`config.mk`:
```
export PLATFORM = sky130hd
export DESIGN_NAME = rgbm_median_lane
export DESIGN_NICKNAME = d
export VERILOG_FILES = /design/src/rtl/rgbm_pkg.sv /design/src/rtl/rgbm_median_lane.sv
export SDC_FILE = /design/constraint.sdc
export NUM_CORES = 2
export LEC_CHECK = 0
export BUFFER_PORTS_ARGS = -buffer_cell sky130_fd_sc_hd__buf_2
export CAP_MARGIN = 20
export CORE_ASPECT_RATIO = 1.5
export CORE_MARGIN = 1
export CORE_UTILIZATION = 36
export CTS_BUF_LIST = sky130_fd_sc_hd__clkbuf_4
export DETAILED_ROUTE_END_ITERATION = 7
export SLEW_MARGIN = 20
export SYNTH_ARGS = -nofsm -noshare
export SYNTH_HDL_FRONTEND = slang
export SYNTH_SLANG_ARGS = --single-unit
```
`constraint.sdc`:
```
create_clock -name clk_i -period 3.85 [get_ports clk_i]
set_input_delay 0.77 -clock clk_i [delete_from_list [all_inputs] [get_ports clk_i]]
set_output_delay 0.77 -clock clk_i [all_outputs]
set_load 0.05 [all_outputs]
```
`src/rtl/rgbm_pkg.sv`:
```
package rgbm_pkg;

  // Defaults for the top level parameters
  localparam int unsigned LINE_WIDTH_DEF = 1280;
  localparam int unsigned PIXEL_BITS_DEF = 8;

  // Window geometry and selection rank
  localparam int unsigned WIN_SIDE    = 5;
  localparam int unsigned WIN_SIZE    = WIN_SIDE * WIN_SIDE;
  localparam int unsigned MEDIAN_RANK = (WIN_SIZE - 1) / 2;
  localparam int unsigned RANK_W      = $clog2(WIN_SIZE);

  // Line stores and colour channels
  localparam int unsigned STORE_LINES = WIN_SIDE - 1;
  localparam int unsigned LP_W        = $clog2(STORE_LINES);
  localparam int unsigned CHANNELS    = 3;
  localparam int unsigned CH_BITS     = 8;

endpackage

```
`src/rtl/rgbm_median_lane.sv`:
```
module rgbm_median_lane
  import rgbm_pkg::*;
#(
  parameter int unsigned PIXEL_BITS = PIXEL_BITS_DEF
) (
  input  logic                                 clk_i,
  input  logic                                 rst_ni,
  input  logic                                 en_i,
  input  logic                                 shift_i,
  input  logic [WIN_SIDE-1:0][PIXEL_BITS-1:0] col_i,
  output logic [PIXEL_BITS-1:0]               med_o
);

  logic [PIXEL_BITS-1:0] win_q [WIN_SIZE];
  logic [WIN_SIZE-1:0]   prec_q [WIN_SIZE];
  logic [PIXEL_BITS-1:0] va_q [WIN_SIZE];
  logic [PIXEL_BITS-1:0] vb_q [WIN_SIZE];
  logic [RANK_W-1:0]     rank_q [WIN_SIZE];

  // Window: shift left, new column enters on the right
  always_ff @(posedge clk_i or negedge rst_ni) begin
    if (!rst_ni) begin
      for (int i = 0; i < WIN_SIZE; i++) begin
        win_q[i] <= '0;
      end
    end else if (shift_i) begin
      for (int r = 0; r < WIN_SIDE; r++) begin
        for (int k = 1; k < WIN_SIDE; k++) begin
          win_q[r*WIN_SIDE + k - 1] <= win_q[r*WIN_SIDE + k];
        end
        win_q[r*WIN_SIDE + WIN_SIDE - 1] <= col_i[r];
      end
    end
  end

  // Pairwise order (ties broken by position), then rank of each element
  always_ff @(posedge clk_i) begin
    if (en_i) begin
      for (int i = 0; i < WIN_SIZE; i++) begin
        for (int j = 0; j < WIN_SIZE; j++) begin
          if (j < i) begin
            prec_q[i][j] <= (win_q[j] <= win_q[i]);
          end else if (j > i) begin
            prec_q[i][j] <= (win_q[j] < win_q[i]);
          end else begin
            prec_q[i][j] <= 1'b0;
          end
        end
        va_q[i]   <= win_q[i];
        rank_q[i] <= RANK_W'($countones(prec_q[i]));
        vb_q[i]   <= va_q[i];
      end
    end
  end

  // Ranks form a permutation, so exactly one element matches
  always_comb begin
    med_o = '0;
    for (int i = 0; i < WIN_SIZE; i++) begin
      if (rank_q[i] == RANK_W'(MEDIAN_RANK)) begin
        med_o = med_o | vb_q[i];
      end
    end
  end

endmodule

```
==> metrics.txt <==
Leak 59.4 nW; WS Path Type reg2out; Final Util 41.9%; Worst EP required 3.08 ns; RR Endpoint rank_q[1][41]; register bit total from synthesis 1325; H-Tree Depth 5; Overflow after GRT 0; final net count 14000; R2R setup slack -0.35 ns; fillcell total 28500; Synth top area share 30.7%; Final Critical Period 4.38 ns; vias 94000; GP Congestion 0.999; first-pass GRT wire length 738 mm; violated checks setup timing; Critical Path Start Type register; GRT Total Usage 35.1%; pin count of the biggest net entering global routing 90; Synth cell types 47; reg2reg start prec_q[1][209]; Yosys top cell by area edfxtp_1; CTS tree built; Seq/Total Area, Yosys 35.3%; Die Span X 453 um; core area 304000 um^2; status finished with violations; root buf cell clkbuf_4; Post-synth EDFFs 1125; starting density of the core 36.2%; Critical Path Sink Type primary output; hold depth 2; die area 308000 um^2; Final Hold Viols 0; Layout area overhead 15.9%; Cell Count, Final, Fillers Out 15300; Design Area, Final 127000 um^2; ANT nets after route 0; Fmax 228 MHz; CTS Buf Count 347; detailed placement HPWL 399 mm; Final WS setup -0.528 ns; WL/cell 35.8 um; FF-to-FF path depth 12; Slowest Stage Delay on Critical Path 0.55 ns; relative slew slack 16.3%; Worst VDD drop 1.06 mV; DRT Pass-1 Iters 7; cell breakdown of the critical path nand4bb_1, buf_6, nor3b_4, a2111oi_4, nand4_1, or4_4, buf_8; Buffers & Inverters on Critical Path 2; row count 248; Final period util 114%; top-count cell post-synth ha_1; clock slew at reported path FFs 0.08 ns; drt drc 0; Min-Delay Endpoint rank_q[0][51]; Setup Skew 0.151 ns; mapped cell area 110000 um^2; worst-margin pin slew 1.25 ns; asr flop ratio synth 15.1%; Slew Viols, Final 0; vias in the first global route 93700; Avg Inst Size Synth 11.1 um^2; Die Y 679 um; WP data arrival 3.61 ns; CTS Buffer Depth 4; Synth warnings 0; initial DRC count 9776; Placed Area 121000 um^2; ys flop type edfxtp_1; Gate Count Post-Synth 9880; Setup Total Neg Slack -20.19 ns; io pins 52; Critical Path Slowest Stage Cell or4_4; HP Class in2reg; synth top area cells edfxtp_1, ha_1, fa_1, dfrtp_1, a21o_1; WHS 0.112 ns; Post-Route WL 548 mm; initial antenna violation count 64; top cells by count, synth ha_1, edfxtp_1, inv_1; CP max FO 3; CTS sink count 1325; worst hold start en_i; maxcap violations 0; clock latency on the worst-skew pair 1.41 ns; ratio of cells with drive above 1 in the final layout 14.1%; Final Setup Violations 108; Port Buffers 51; placed cells 14600; DR vias/cell 6.14; PD cells 928 nW/um^2; setup repair after global routing missed its margin true; delay-heaviest family, CP simple AND/OR/NAND/NOR gates; syn nets 12900
-- power breakdown --
group / internal (mW) / leakage (nW) / switching, mW
sequential: 22.8 / 13.6 / 2.19
clock: 6.46 / 2.64 / 7.08
combinational: 35.6 / 43.2 / 44.1
total: 64.9 / 59.4 / 53.4
-- cells in the final DEF, fill, tap and decap left out, types with 144 or more instances in the layout --
| master | Yosys | routed |
|---|---|---|
| nor2_1 | 312 | 306 |
| inv_1 | 945 | 850 |
| a21o_1 | 641 | 641 |
| nor2b_1 | 286 | 282 |
| nand3_1 | 253 | 251 |
| o21a_1 | 183 | 183 |
| nand2b_1 | 144 | 144 |
| a21oi_1 | 631 | 606 |
| clkbuf_4 | 0 | 487 |
| o21ai_1 | 173 | 200 |
| o21ai_0 | 527 | 497 |
| buf_4 | 0 | 615 |
| fa_1 | 425 | 379 |
| nand2_1 | 284 | 282 |
| nand4_1 | 461 | 461 |
| dfrtp_1 | 200 | 186 |
| edfxtp_1 | 1125 | 1125 |
| ha_1 | 2550 | 2525 |
-- registers in the layout, indices dropped and copies added (netlist names) --
name and cells:
va_q 200, prec_q 600, win_q 200, rank_q 125, vb_q 200
-- worst max-delay path by stage --
stage | from | endpoint | slack (ns) | cells after the start
2_1_floorplan | prec_q[0][87] | rank_q[0][17] | -0.05 | 13
3_3_place_gp | prec_q[1][205] | rank_q[1][41] | -0.27 | 12
3_5_place_dp | prec_q[1][207] | rank_q[1][41] | -0.31 | 12
4_1_cts | rank_q[0][48] | med_o[7] | -0.59 | 7
5_1_grt | rank_q[0][48] | med_o[7] | -0.54 | 7
6_report | rank_q[0][48] | med_o[7] | -0.53 | 7
-- per-layer routing --
metal	vias to the layer above	routed length (um)	global-route usage, %	part of all wire, %
li1	39700	-	-	-
met1	46500	185000	37.8	34
met2	5522	249000	56.2	45
met3	2197	46700	7.42	8.5
met4	30	67100	35.5	12
met5	-	201	0.174	0.037
-- repair_timing --
item | 4_1_cts | 5_1_grt
hold buffers | 47 | 0
endpoints found under the hold margin | 264 | 0
buffers inserted | 18 | 7
endpoints found under the setup margin | 108 | 108
pin swaps | 160 | 65
gates resized for setup | 244 | 86
-- worst register-to-register path, delay by kind of cell, from the launching register on --
family / cells / cell delay (ns)
adders and majority gates: 7 / 3.14
buffers and inverters: 5 / 0.41
DFF: 1 / 0.39
-- kinds of logic (layout without fill, tap and decap cells) --
| group | after synthesis | in the layout | share of synthesized area [%] |
|---|---|---|---|
| AO/OA/AOI/OAI | 2509 | 2509 | 14.1 |
| adder cells (fa/ha/maj) | 2975 | 2975 | 36.8 |
| flip-flops | 1325 | 1325 | 35.3 |
| buffers and inverters | 990 | 2372 | 3.39 |
| AND/OR/NAND/NOR | 2030 | 2030 | 10.0 |
| XOR/XNOR | 50 | 50 | 0.398 |
| multiplexers | 1 | 1 | 0.0102 |
| other | 0 | 36 | 0 |
-- metrics by stage --
| step | total power, mW | setup slack [ns] |
|---|---|---|
| after global routing | 127 | -0.544 |
| after global placement | 95.1 | -0.269 |
| final | 118 | -0.528 |
| after CTS | 115 | -0.590 |
| after detailed placement | 98.1 | -0.313 |
| after floorplan | 71.7 | -0.0476 |
-- area by class of cell --
class	count	area [um^2]	share of cell area, %
well taps	4000	5000	3.93
repair buffers	807	7220	5.66
multi-input cells	7565	68300	53.6
inverters	945	3550	2.78
diodes	36	90.1	0.0707
clock buffers	487	3660	2.87
flip-flops and latches	1325	38800	30.5
clock inverters	133	788	0.619
Power figures use the tool's default switching activity.
